### src/design/binary_max_heap_queue_unit_assert.svh
// Assertion helpers for the heap queue unit.
`ifndef BINARY_MAX_HEAP_QUEUE_UNIT_ASSERT_SVH
`define BINARY_MAX_HEAP_QUEUE_UNIT_ASSERT_SVH

// Same-cycle implication, held off during reset.
`define BMHQ_ASSERT_IMPL(name, clk, rst, ante, cons) \
   name: assert property (@(posedge clk) disable iff (rst) (ante) |-> (cons)) \
      else $error("heap queue check failed: same-cycle implication");

// Next-cycle implication, held off during reset.
`define BMHQ_ASSERT_NEXT(name, clk, rst, ante, cons) \
   name: assert property (@(posedge clk) disable iff (rst) (ante) |=> (cons)) \
      else $error("heap queue check failed: next-cycle implication");

`endif

### src/design/bmhq_pkg.sv
package bmhq_pkg;

   localparam int VALUE_W  = 32;
   localparam int STATUS_W = 2;
   localparam int OCC_W    = 7;

   // Operation codes
   localparam logic OP_INSERT = 1'b0;
   localparam logic OP_REMOVE = 1'b1;

   // Status codes
   localparam logic [STATUS_W-1:0] ST_OK    = 2'd0;
   localparam logic [STATUS_W-1:0] ST_FULL  = 2'd1;
   localparam logic [STATUS_W-1:0] ST_EMPTY = 2'd2;

   // Result handed from the engine to the output register
   typedef struct packed {
      logic signed [VALUE_W-1:0] removed_value;
      logic [STATUS_W-1:0]       status;
      logic [OCC_W-1:0]          occupancy;
   } result_type;

endpackage

### src/design/bmhq_engine.sv
`include "binary_max_heap_queue_unit_assert.svh"

module bmhq_engine #(
   parameter int CAPACITY = 127,
   parameter int AW       = 7
) (
   input  logic                                  clock,
   input  logic                                  reset,
   input  logic                                  req_valid,
   output logic                                  req_ready,
   input  logic                                  req_operation,
   input  logic signed [bmhq_pkg::VALUE_W-1:0]   req_value,
   output logic                                  res_valid,
   input  logic                                  res_ready,
   output bmhq_pkg::result_type                  res,
   output logic                                  mem_wr_en,
   output logic [AW-1:0]                         mem_wr_addr,
   output logic signed [bmhq_pkg::VALUE_W-1:0]   mem_wr_data,
   output logic                                  mem_rd_en,
   output logic [AW-1:0]                         mem_rd_addr0,
   output logic [AW-1:0]                         mem_rd_addr1,
   input  logic signed [bmhq_pkg::VALUE_W-1:0]   mem_rd_data0,
   input  logic signed [bmhq_pkg::VALUE_W-1:0]   mem_rd_data1
);

   typedef enum logic [2:0] {
      S_IDLE,
      S_INS_READ,
      S_INS_CMP,
      S_REM_LOAD,
      S_REM_READ,
      S_REM_CMP,
      S_DONE
   } state_type;

   state_type                           state_ff, state_in;
   logic [AW-1:0]                       count_ff, count_in;
   logic [AW-1:0]                       idx_ff, idx_in;
   logic signed [bmhq_pkg::VALUE_W-1:0] item_ff, item_in;
   logic signed [bmhq_pkg::VALUE_W-1:0] top_ff, top_in;
   logic [bmhq_pkg::STATUS_W-1:0]       status_ff, status_in;

   logic [AW:0]                         child;
   logic                                take_right;
   logic signed [bmhq_pkg::VALUE_W-1:0] child_value;
   logic [AW-1:0]                       child_idx;

   assign req_ready = (state_ff == S_IDLE);
   assign res_valid = (state_ff == S_DONE);
   assign res.removed_value = top_ff;
   assign res.status        = status_ff;
   assign res.occupancy     = bmhq_pkg::OCC_W'(count_ff);

   // Left child index, one bit wider so it can pass the fill count
   assign child = {idx_ff, 1'b0};

   // Pick the larger child; the right one only when it exists and is strictly larger
   assign take_right  = ({1'b0, count_ff} > child) && (mem_rd_data1 > mem_rd_data0);
   assign child_value = take_right ? mem_rd_data1 : mem_rd_data0;
   assign child_idx   = take_right ? (AW'(child) | AW'(1)) : AW'(child);

   // Sequence one operation; reads and writes never share a cycle,
   // so a read always sees the write of the step before it
   always_comb begin
      state_in     = state_ff;
      count_in     = count_ff;
      idx_in       = idx_ff;
      item_in      = item_ff;
      top_in       = top_ff;
      status_in    = status_ff;
      mem_wr_en    = 1'b0;
      mem_wr_addr  = idx_ff;
      mem_wr_data  = item_ff;
      mem_rd_en    = 1'b0;
      mem_rd_addr0 = AW'(1);
      mem_rd_addr1 = count_ff;
      unique case (state_ff)
         S_IDLE: begin
            if (req_valid) begin
               top_in    = '0;
               status_in = bmhq_pkg::ST_OK;
               if (req_operation == bmhq_pkg::OP_INSERT) begin
                  if (count_ff >= AW'(CAPACITY)) begin
                     status_in = bmhq_pkg::ST_FULL;
                     state_in  = S_DONE;
                  end else begin
                     count_in = count_ff + AW'(1);
                     idx_in   = count_ff + AW'(1);
                     item_in  = req_value;
                     state_in = S_INS_READ;
                  end
               end else begin
                  if (count_ff == '0) begin
                     status_in = bmhq_pkg::ST_EMPTY;
                     state_in  = S_DONE;
                  end else begin
                     // fetch root and last entry together
                     mem_rd_en = 1'b1;
                     count_in  = count_ff - AW'(1);
                     idx_in    = AW'(1);
                     state_in  = S_REM_LOAD;
                  end
               end
            end
         end
         S_INS_READ: begin
            if (idx_ff == AW'(1)) begin
               mem_wr_en = 1'b1;
               state_in  = S_DONE;
            end else begin
               mem_rd_en    = 1'b1;
               mem_rd_addr0 = idx_ff >> 1;
               state_in     = S_INS_CMP;
            end
         end
         S_INS_CMP: begin
            mem_wr_en = 1'b1;
            if (item_ff > mem_rd_data0) begin
               // move parent down, climb one level
               mem_wr_data = mem_rd_data0;
               idx_in      = idx_ff >> 1;
               state_in    = S_INS_READ;
            end else begin
               state_in = S_DONE;
            end
         end
         S_REM_LOAD: begin
            top_in   = mem_rd_data0;
            item_in  = mem_rd_data1;
            state_in = S_REM_READ;
         end
         S_REM_READ: begin
            if (child > {1'b0, count_ff}) begin
               mem_wr_en = 1'b1;
               state_in  = S_DONE;
            end else begin
               mem_rd_en    = 1'b1;
               mem_rd_addr0 = AW'(child);
               mem_rd_addr1 = AW'(child) | AW'(1);
               state_in     = S_REM_CMP;
            end
         end
         S_REM_CMP: begin
            mem_wr_en = 1'b1;
            if (item_ff >= child_value) begin
               state_in = S_DONE;
            end else begin
               // move larger child up, descend one level
               mem_wr_data = child_value;
               idx_in      = child_idx;
               state_in    = S_REM_READ;
            end
         end
         S_DONE: begin
            if (res_ready) begin
               state_in = S_IDLE;
            end
         end
         default: begin
            state_in = S_IDLE;
         end
      endcase
   end

   // Hold state and registered outputs
   always_ff @(posedge clock) begin
      if (reset) begin
         state_ff <= S_IDLE;
         count_ff <= '0;
      end else begin
         state_ff  <= state_in;
         count_ff  <= count_in;
         idx_ff    <= idx_in;
         item_ff   <= item_in;
         top_ff    <= top_in;
         status_ff <= status_in;
      end
   end

   `BMHQ_ASSERT_IMPL(a_count_bound, clock, reset, 1'b1, count_ff <= AW'(CAPACITY))
   `BMHQ_ASSERT_IMPL(a_rw_split, clock, reset, mem_wr_en, !mem_rd_en)
   `BMHQ_ASSERT_NEXT(a_insert_grows, clock, reset, (state_ff == S_IDLE) && req_valid && (req_operation == bmhq_pkg::OP_INSERT) && (count_ff < AW'(CAPACITY)), count_ff == AW'($past(count_ff) + AW'(1)))
   `BMHQ_ASSERT_IMPL(a_reject_zero, clock, reset, res_valid && (res.status != bmhq_pkg::ST_OK), res.removed_value == '0)

endmodule

### config.mk
export PLATFORM = sky130hd
export DESIGN_NAME = bmhq_engine
export DESIGN_NICKNAME = d
export VERILOG_FILES = /design/src/design/bmhq_pkg.sv /design/src/design/bmhq_engine.sv
export VERILOG_INCLUDE_DIRS = /design/src /design/src/design
export SDC_FILE = /design/constraint.sdc
export NUM_CORES = 1
export LEC_CHECK = 0
export BUFFER_PORTS_ARGS = -buffer_cell sky130_fd_sc_hd__buf_4
export CORE_ASPECT_RATIO = 0.5
export CORE_UTILIZATION = 49
export CTS_CLUSTER_SIZE = 8
export DETAILED_ROUTE_END_ITERATION = 8
export PLACE_DENSITY = 0.89
export SLEW_MARGIN = 20
export SYNTH_ARGS = -nofsm -noshare
export SYNTH_HDL_FRONTEND = slang
export SYNTH_SLANG_ARGS = --single-unit
### constraint.sdc
create_clock -name clock -period 5.9 [get_ports clock]
set_input_delay 0.59 -clock clock [delete_from_list [all_inputs] [get_ports clock]]
set_output_delay 0.59 -clock clock [all_outputs]
set_load 0.01 [all_outputs]
# Yosys cells after proc, flatten, opt, wreduce, memory -nomap -nowiden
# Index checks and enable logic that the tools add are counted.
# word_totals
register_bits	83
latch_bits	0
ramBits	0
rom_bits	0
elab_cells	91
mem_count	0
# op_classes
add_sub_neg	2
mul	0
n_div	0
order_cmp	6
eq_ne	17
shift	0
n_mux	47
n_bitwise	1
n_reduce_logical	12
# op_table
operator	count
32-bit two-way mux	7
32-bit one-hot mux with 2 select lines	3
7-bit two-way mux	11
32-bit > comparator	2
32-bit >= comparator	1
3-bit two-way mux	7
3-bit one-hot mux with 7 select lines	1
7-bit one-hot mux with 3 select lines	1
2-bit != test, second input constant	7
7-bit one-hot mux with 2 select lines	1
3-bit == test, second input constant	3
1-bit two-way mux	9
7-bit by 8-bit > comparator with 1-bit output	1
8-bit by 7-bit > comparator with 1-bit output	1
2-bit two-way mux	4
7-bit by 1-bit adder with 7-bit output, second input constant	1
7-bit by 1-bit == test with 1-bit output, second input constant	1
7-bit >= comparator, second input constant	1
7-bit logical NOT	1
7-bit AND reduction	1
7-bit by 1-bit subtractor with 7-bit output, second input constant	1
3-bit by 2-bit == test with 1-bit output, second input constant	2
6-bit two-way mux	1
3-bit != test, second input constant	2
13 further kinds	15

# Depth between registers and ports, before layout
# Gate-level depths: netlist of run 1.
# depth
depth_word	6
depth_mapped	24
mapped_depth_nobuf	21

# Worst setup path before layout of run 1
# OpenSTA, ideal clock, no wires.
# synth_path
path_type	register to register
from	register state_ff[1]
to	register item_ff[0] (netlist bit) (enable)
setup_ps	470
arrival_time_ps	5296
setup_slack_ps	133
stages_incl_launch_ff	8
n_path_buf	2
path_cell_list	dfxtp_1 inv_1 clkbuf_1 nor2_1 nand2_1 clkbuf_1 a21oi_1 a21boi_0
# synth_via
elab_chain_cells	3
elab_cells_between_ends	7
classes_between	eq/ne: 4; reduce/logical: 3
# synth_lines
item	line	rtl
from (decl)	bmhq_engine.sv:36	state_type state_ff, state_in;
from (signal assigned)	bmhq_engine.sv:171	state_ff <= state_in;
3-bit logical NOT or 3-bit by 2-bit == test with 1-bit output (tied branches)	bmhq_engine.sv:77	unique case (state_ff)
2-bit != test (no line) or 2-bit nonzero test (tied branches)	n/a	
5-bit AND reduction (no line) *	n/a	
to (signal assigned)	bmhq_engine.sv:174	item_ff <= item_in;
to (decl)	bmhq_engine.sv:39	logic signed [bmhq_pkg::VALUE_W-1:0] item_ff, item_in;
# Every way passes the cells marked *; elsewhere a longest branch is shown, timed or not.
# A chain may end at the register's enable or synchronous reset.

# Worst setup path after layout of run 1
# layout_path
from	input port mem_rd_data0[27] (netlist bit)
to	output port mem_wr_data[23] (netlist bit)
# layout_via
elab_chain_cells	6
elab_cells_between_ends	8
classes_between	order compare: 3; mux: 4; reduce/logical: 1
# layout_lines
item	line	rtl
from (decl)	bmhq_engine.sv:22	input logic signed [bmhq_pkg::VALUE_W-1:0] mem_rd_data0,
32-bit > comparator	bmhq_engine.sv:58	assign take_right = ({1'b0, count_ff} > child) && (mem_rd_data1 > mem_rd_data0);
1-bit logical AND	bmhq_engine.sv:58	
32-bit two-way mux	bmhq_engine.sv:59	assign child_value = take_right ? mem_rd_data1 : mem_rd_data0;
32-bit >= comparator	bmhq_engine.sv:145	if (item_ff >= child_value) begin
32-bit two-way mux	bmhq_engine.sv:145	
32-bit one-hot mux with 2 select lines *	bmhq_engine.sv:77	
to (decl)	bmhq_engine.sv:18	output logic signed [bmhq_pkg::VALUE_W-1:0] mem_wr_data,
# Marks and branches as above.

==> results of run 1 <==
## worst paths after layout
| path | to | slack (ns) | cells past startpoint |
|---|---|---|---|
| setup / recovery | mem_wr_data[23] | -0.48 | 26 |
| hold / removal | count_ff[1] | 0.53 | 2 |
| setup reg to reg | mem_wr_addr[3] | 0.67 | 22 |
| hold reg to reg | count_ff[1] | 0.56 | 2 |
## per-stage QoR
step	utilization [%]	std cells	setup WS (ns)
global route	73.6	1212	-0.535
finish	73.6	1212	-0.485
CTS	69.1	1196	0.0365
floorplan	-	775	0.133
global placement	65.7	1173	0.0360
detailed placement	65.7	1173	-0.0967
## cell usage after synthesis, types with 4 or more instances
master | number | area share [%]
a21o_1 | 15 | 1.6
a21oi_1 | 79 | 5.5
a221o_1 | 36 | 5.1
a221oi_1 | 4 | 0.49
a22oi_1 | 6 | 0.63
and2_0 | 32 | 2.8
buf_1 | 5 | 0.26
buf_2 | 13 | 0.91
clkbuf_1 | 13 | 0.68
dfxtp_1 | 10 | 2.8
edfxtp_1 | 73 | 31
ha_1 | 104 | 18
inv_1 | 48 | 2.5
mux2_2 | 32 | 5.1
nand2_1 | 56 | 2.9
nand2b_1 | 6 | 0.53
nand3_1 | 14 | 0.98
nand4_1 | 21 | 1.8
nor2_1 | 91 | 4.8
nor2b_1 | 5 | 0.44
nor3_1 | 13 | 0.91
nor4_1 | 5 | 0.44
o21ai_0 | 29 | 2.0
or3_1 | 6 | 0.53
xnor2_1 | 10 | 1.2
## layout make-up
| cell class | instances | area (µm²) |
|---|---|---|
| clock buffers | 12 | 236 |
| clock inverters | 4 | 51.3 |
| fillers | 908 | 3670 |
| inverters | 48 | 188 |
| multi-input cells | 608 | 4810 |
| flip-flops and latches | 83 | 2400 |
| well taps | 192 | 240 |
| repair buffers | 265 | 2290 |
## timing repair
item,in CTS,in global routing
pin swaps,13,56
gates resized for setup,15,140
cloned,3,4
setup buffers,5,12
hold buffers,0,0
endpoints found under the hold margin,0,0
endpoints found under the setup margin,32,32
## registers in the layout, indices dropped and copies added (netlist names)
signal	flops
top_ff	32
status_ff	2
count_ff	7
item_ff	32
state_ff	3
mem_wr_addr	7
## metal layers
layer	global-route usage (%)	wire (µm)	vias to the layer above
li1	-	-	3391
met1	37.5	10600	3730
met2	51.4	12500	658
met3	7.29	3310	181
met4	11.9	1750	0
met5	0	0	-
## power by group through the flow
stage | combinational, mW | clock, mW | sequential (mW)
after global routing | 2.46 | 0.598 | 0.943
final | 2.32 | 0.582 | 0.930
after detailed placement | 1.80 | 0 | 0.931
after CTS | 1.91 | 0.570 | 0.920
after global placement | 1.74 | 0 | 0.928
after floorplan | 1.07 | 0 | 0.921
## cells by family (layout without fill, tap and decap cells)
kind of cell    after synthesis  in the layout
mux                          33             33
xor+xnor                     11             11
flops                        83             83
simple gates                261            261
compound gates              199            199
fa+ha+maj                   104            104
buf+inv                      84            329
## critical path: cells and delay by family
family | cells | cell delay [ns]
buf+inv | 9 | 1.28
compound gates | 10 | 2.22
xor+xnor | 1 | 0.13
fa+ha+maj | 2 | 0.62
simple gates | 4 | 0.95
==> impl_metrics.env, run 1 <==
export IMPL_grt_pass1_vias=7149
export IMPL_track_usage_pct=30.2
export IMPL_rows=30
export IMPL_finalHoldWorstSlack_ns=0.528
export IMPL_p_sw_mw=1.62
export IMPL_drive_above_1_share_pct=39.4
export IMPL_dieWidth_um=173
export IMPL_antenna_found_initial=0
export IMPL_syn_mean_instance_area_um2=9.20
export IMPL_power_mw=3.83
export IMPL_wl_per_cell_um=23.2
export IMPL_synth_xor_area_share_pct=1.46
export IMPL_finalSetupTns_ns=-14.43
export IMPL_worst_pin_slew_ns=0.853
export IMPL_crit_path_end_kind="output pin"
export IMPL_nets=1220
export IMPL_ys_types=57
export IMPL_grt_setup_unrepaired="yes"
export IMPL_syn_num_nets=980
export IMPL_seq_area_frac_synth_pct=33.5
export IMPL_fin_ws_ns=-0.485
export IMPL_ios=199
export IMPL_antenna_cells=0
export IMPL_dr_pass1_iters=6
export IMPL_vias=7960
export IMPL_synth_compound_area_share_pct=19.1
export IMPL_synthFlopType="edfxtp_1"
export IMPL_p_leak_nw=4.51
export IMPL_holdCritStartpoint="reset"
export IMPL_crit_slowest_cell="a221oi_2"
export IMPL_hold_viol=0
export IMPL_startpoint_type="input port"
export IMPL_status="finished, violations left"
export IMPL_max_cap_violations=0
export IMPL_power_frac_clock_pct=15.2
export IMPL_synth_edff_count=73
export IMPL_grt_pass1_wl_um=36000
export IMPL_numCtsBuffers=9
export IMPL_worstSetupPathType="in -> out"
export IMPL_postSynth_asyncResetShare_pct=0
export IMPL_via_per_inst=6.57
export IMPL_place_hpwl_um=17000
export IMPL_ys_seq_elements=83
export IMPL_final_common_cell="buf_4"
export IMPL_fin_crit_ns=6.38
export IMPL_crit_top_cell="buf_4"
export IMPL_cp_required_ns=5.31
export IMPL_grt_start_max_net_pins=65
export IMPL_area_growth_pct=43.3
export IMPL_clock_tree_root_cell="clkbuf_16"
export IMPL_start_util_pct=51.4
export IMPL_synthMuxAreaShare_pct=5.19
export IMPL_hold_class="in -> reg"
export IMPL_setup_viol=32
export IMPL_synth_top_family_by_area="compound AO/OA/AOI/OAI gates"
export IMPL_port_buffer_count=198
export IMPL_p_seq_share_pct=24.3
export IMPL_r2r_start="mem_wr_addr[0]"
export IMPL_syn_inst=775
export IMPL_cp_max_fo=17
export IMPL_cpPeakStageDelay_ns=0.45
export IMPL_switching_share_pct=42.2
export IMPL_cts_max_path_buffers=2
export IMPL_grt_overflow_total=0
export IMPL_cts_sink_count=83
export IMPL_synth_warnings=0
export IMPL_synth_cell_area_um2=7130
export IMPL_placed_area_um2=9130
export IMPL_routabilityCongestion=0.958
export IMPL_routed_wirelength_um=28200
export IMPL_min_period_over_period_pct=108
export IMPL_intPower_mw=2.22
export IMPL_drc_errors=0
export IMPL_drt_iter0_markers=917
export IMPL_setup_worst_path_start="mem_rd_data0[27]"
export IMPL_skew_ns=0.0116
export IMPL_combPwrFrac_pct=60.6
export IMPL_core_area_um2=13900
export IMPL_arrival_ns=5.79
export IMPL_synthSimpleGateAreaFrac_pct=17.4
export IMPL_cts_tree="done"
export IMPL_vdd_ir_drop_max_v=0.000230
export IMPL_clkLatencyLatePin_ns=0.35
export IMPL_final_max_slew_viol_count=0
export IMPL_clk_pin_slew_worst_paths_ns=0.07
export IMPL_antenna_left=0
export IMPL_slew_headroom_pct=41.7
export IMPL_power_density_nw_per_um2=375
export IMPL_max_freq_mhz=157
export IMPL_fp_dieH_um=87.3
export IMPL_synth_fa_ha_area_share_pct=18.2
export IMPL_die_area_um2=15100
export IMPL_violations="setup timing"
export IMPL_final_cell_mix="buf_4 (218), ha_1 (92), nor2_1 (84)"
export IMPL_design_area_um2=10200
export IMPL_htree_levels=3
Power figures use the tool's default switching activity.
==> run 2: changes to the inputs <==
--- a/config.mk
+++ b/config.mk
@@ -12,6 +12,7 @@
 export CTS_CLUSTER_SIZE = 8
 export DETAILED_ROUTE_END_ITERATION = 8
 export PLACE_DENSITY = 0.89
+export RECOVER_POWER = 50
 export SLEW_MARGIN = 20
 export SYNTH_ARGS = -nofsm -noshare
 export SYNTH_HDL_FRONTEND = slang
==> run 2 against run 1 <==
Net effect:
- the flow still finishes with violations (setup timing)
- wire length rose by 0.50%
- combinational power decreased by 2%
- setup slack gained 0.016 ns
- clock skew up 0.0026 ns
- register-to-register slack gained 0.05 ns
- global-route usage stayed put
- clock power is essentially flat
- power decreased by 1.2%
- largest power group unchanged
- utilization is 1.2 points lower
- hold slack worse by 0.00067 ns
- clock-buffer cell count stayed put
- non-clock buffer count is the same
- highest routed layer unchanged
==> impl_metrics.env, run 2 (synthesis gave the netlist of run 1 again) <==
export IMPL_port_buffer_count=198
export IMPL_vias=7977
export IMPL_vdd_ir_drop_max_v=0.000217
export IMPL_status="finished, violations left"
export IMPL_stdcell_count=1212
export IMPL_place_hpwl_um=17000
export IMPL_setup_viol=32
export IMPL_track_usage_pct=30.2
export IMPL_crit_end="mem_wr_data[23]"
export IMPL_p_leak_nw=4.35
export IMPL_numCtsBuffers=9
export IMPL_final_common_cell="buf_4"
export IMPL_grt_overflow_total=0
export IMPL_fin_crit_ns=6.37
export IMPL_min_period_over_period_pct=108
export IMPL_grt_start_max_net_pins=65
export IMPL_p_sw_mw=1.62
export IMPL_startpoint_type="input port"
export IMPL_grt_setup_unrepaired="yes"
export IMPL_clk_pin_slew_worst_paths_ns=0.06
export IMPL_antenna_cells=0
export IMPL_violations="setup timing"
export IMPL_rows=30
export IMPL_routabilityCongestion=0.958
export IMPL_drive_above_1_share_pct=35.1
export IMPL_htree_levels=3
export IMPL_routed_wirelength_um=28300
export IMPL_power_frac_clock_pct=15.3
export IMPL_cp_max_fo=17
export IMPL_fin_util_pct=72.4
export IMPL_grt_pass1_wl_um=36000
export IMPL_area_growth_pct=41.0
export IMPL_reg2reg_depth=22
export IMPL_wl_per_cell_um=23.4
export IMPL_r2r_start="mem_wr_addr[0]"
export IMPL_drt_iter0_markers=959
export IMPL_power_mw=3.79
export IMPL_max_cap_violations=0
export IMPL_dr_pass1_iters=8
export IMPL_nets=1220
export IMPL_worstSetupPathType="in -> out"
export IMPL_via_per_inst=6.58
export IMPL_slew_headroom_pct=42.7
export IMPL_grt_pass1_vias=7149
export IMPL_fin_ws_ns=-0.469
export IMPL_dp_cells=1173
export IMPL_regToRegSetupSlack_ns=0.72
export IMPL_power_density_nw_per_um2=377
export IMPL_antenna_left=0
export IMPL_reg_top3="item_ff (32), top_ff (32)"
export IMPL_placed_area_um2=9130
export IMPL_design_area_um2=10100
export IMPL_r2r_end="mem_wr_addr[3]"
export IMPL_combPwrFrac_pct=60.2
export IMPL_arrival_ns=5.78
export IMPL_switching_share_pct=42.6
export IMPL_crit_path_end_kind="output pin"
export IMPL_hold_class="in -> reg"
export IMPL_cts_tree="done"
export IMPL_ios=199
export IMPL_core_area_um2=13900
export IMPL_final_cell_mix="buf_4 (175), ha_1 (92), nor2_1 (84)"
export IMPL_hold_viol=0
export IMPL_finalHoldWorstSlack_ns=0.527
export IMPL_cts_sink_count=83
export IMPL_final_max_slew_viol_count=0
export IMPL_intPower_mw=2.17
export IMPL_antenna_found_initial=0
export IMPL_skew_ns=0.0143
export IMPL_cts_max_path_buffers=2
export IMPL_clkLatencyLatePin_ns=0.35
export IMPL_drc_errors=0
export IMPL_max_freq_mhz=157
export IMPL_dieWidth_um=173
export IMPL_start_util_pct=51.4
export IMPL_fp_dieH_um=87.3
export IMPL_p_seq_share_pct=24.5
export IMPL_worst_pin_slew_ns=0.838
export IMPL_die_area_um2=15100
export IMPL_clock_tree_root_cell="clkbuf_16"
export IMPL_cp_required_ns=5.31
export IMPL_ctsHoldBuffers=0
export IMPL_setup_worst_path_start="mem_rd_data0[27]"
-- run 2: timing repair --
item / in CTS / in global routing
setup buffers: 5 / 12
endpoints found under the setup margin: 32 / 32
resized for setup: 15 / 140
pin swaps: 13 / 56
gates cloned: 3 / 4
-- run 2: how the worst min path moves through the flow --
stage | to | slack [ns] | cells past startpoint | startpoint
after floorplan | count_ff[5] | 0.54 | 2 | count_ff[5]
after detailed placement | count_ff[5] | 0.56 | 2 | count_ff[5]
after CTS | count_ff[3] | 0.53 | 2 | reset
after global placement | count_ff[5] | 0.55 | 2 | count_ff[5]
after global routing | count_ff[1] | 0.54 | 2 | reset
final | count_ff[1] | 0.53 | 2 | reset
-- run 2: metal layers --
metal	global-route usage (%)	wire length [µm]	share of wire, %
met1	37.5	10600	37
met2	51.4	12500	44
met3	7.29	3360	12
met4	11.9	1880	6.6
met5	0	0	0
-- run 2: final cells by class --
cell class / instances / area, µm²
clock buffer: 12 / 236
tap: 192 / 240
multi-input combinational: 608 / 4810
sequential: 83 / 2400
timing repair buffer: 265 / 2130
fill: 968 / 3830
clock inverter: 4 / 51.3
inverter: 48 / 188
-- run 2: power by group through the flow --
stage	logic (mW)	registers [mW]	clock network, mW
finish	2.28	0.929	0.580
CTS	1.91	0.920	0.570
floorplan	1.07	0.921	0
global placement	1.74	0.928	0
detailed placement	1.80	0.931	0
global route	2.41	0.941	0.598
-- run 2: per-stage QoR --
stage / setup WS [ns] / TNS, ns
after detailed placement: -0.0967 / -2.12
after global routing: -0.535 / -16.39
final: -0.469 / -13.97
after CTS: 0.0365 / 0
after global placement: 0.0360 / 0
after floorplan: 0.133 / 0
-- run 2: worst max-delay path, stage by stage --
cell and delay (ns):
buf_4 0.08, inv_1 0.04, ha_1 0.32, nand4_1 0.33, nor4_2 0.39, buf_4 0.19, o41ai_4 0.09, buf_4 0.16
a311oi_4 0.25, buf_6 0.19, buf_12 0.16, nor2_1 0.07, a21oi_1 0.18, ha_1 0.30, a21oi_1 0.16, o21ai_0 0.18
a221oi_2 0.44, o21ai_2 0.14, a31oi_4 0.28, xnor2_2 0.12, nand3_1 0.17, o22ai_4 0.11, buf_4 0.16, buf_12 0.14
a221o_1 0.38, buf_6 0.14
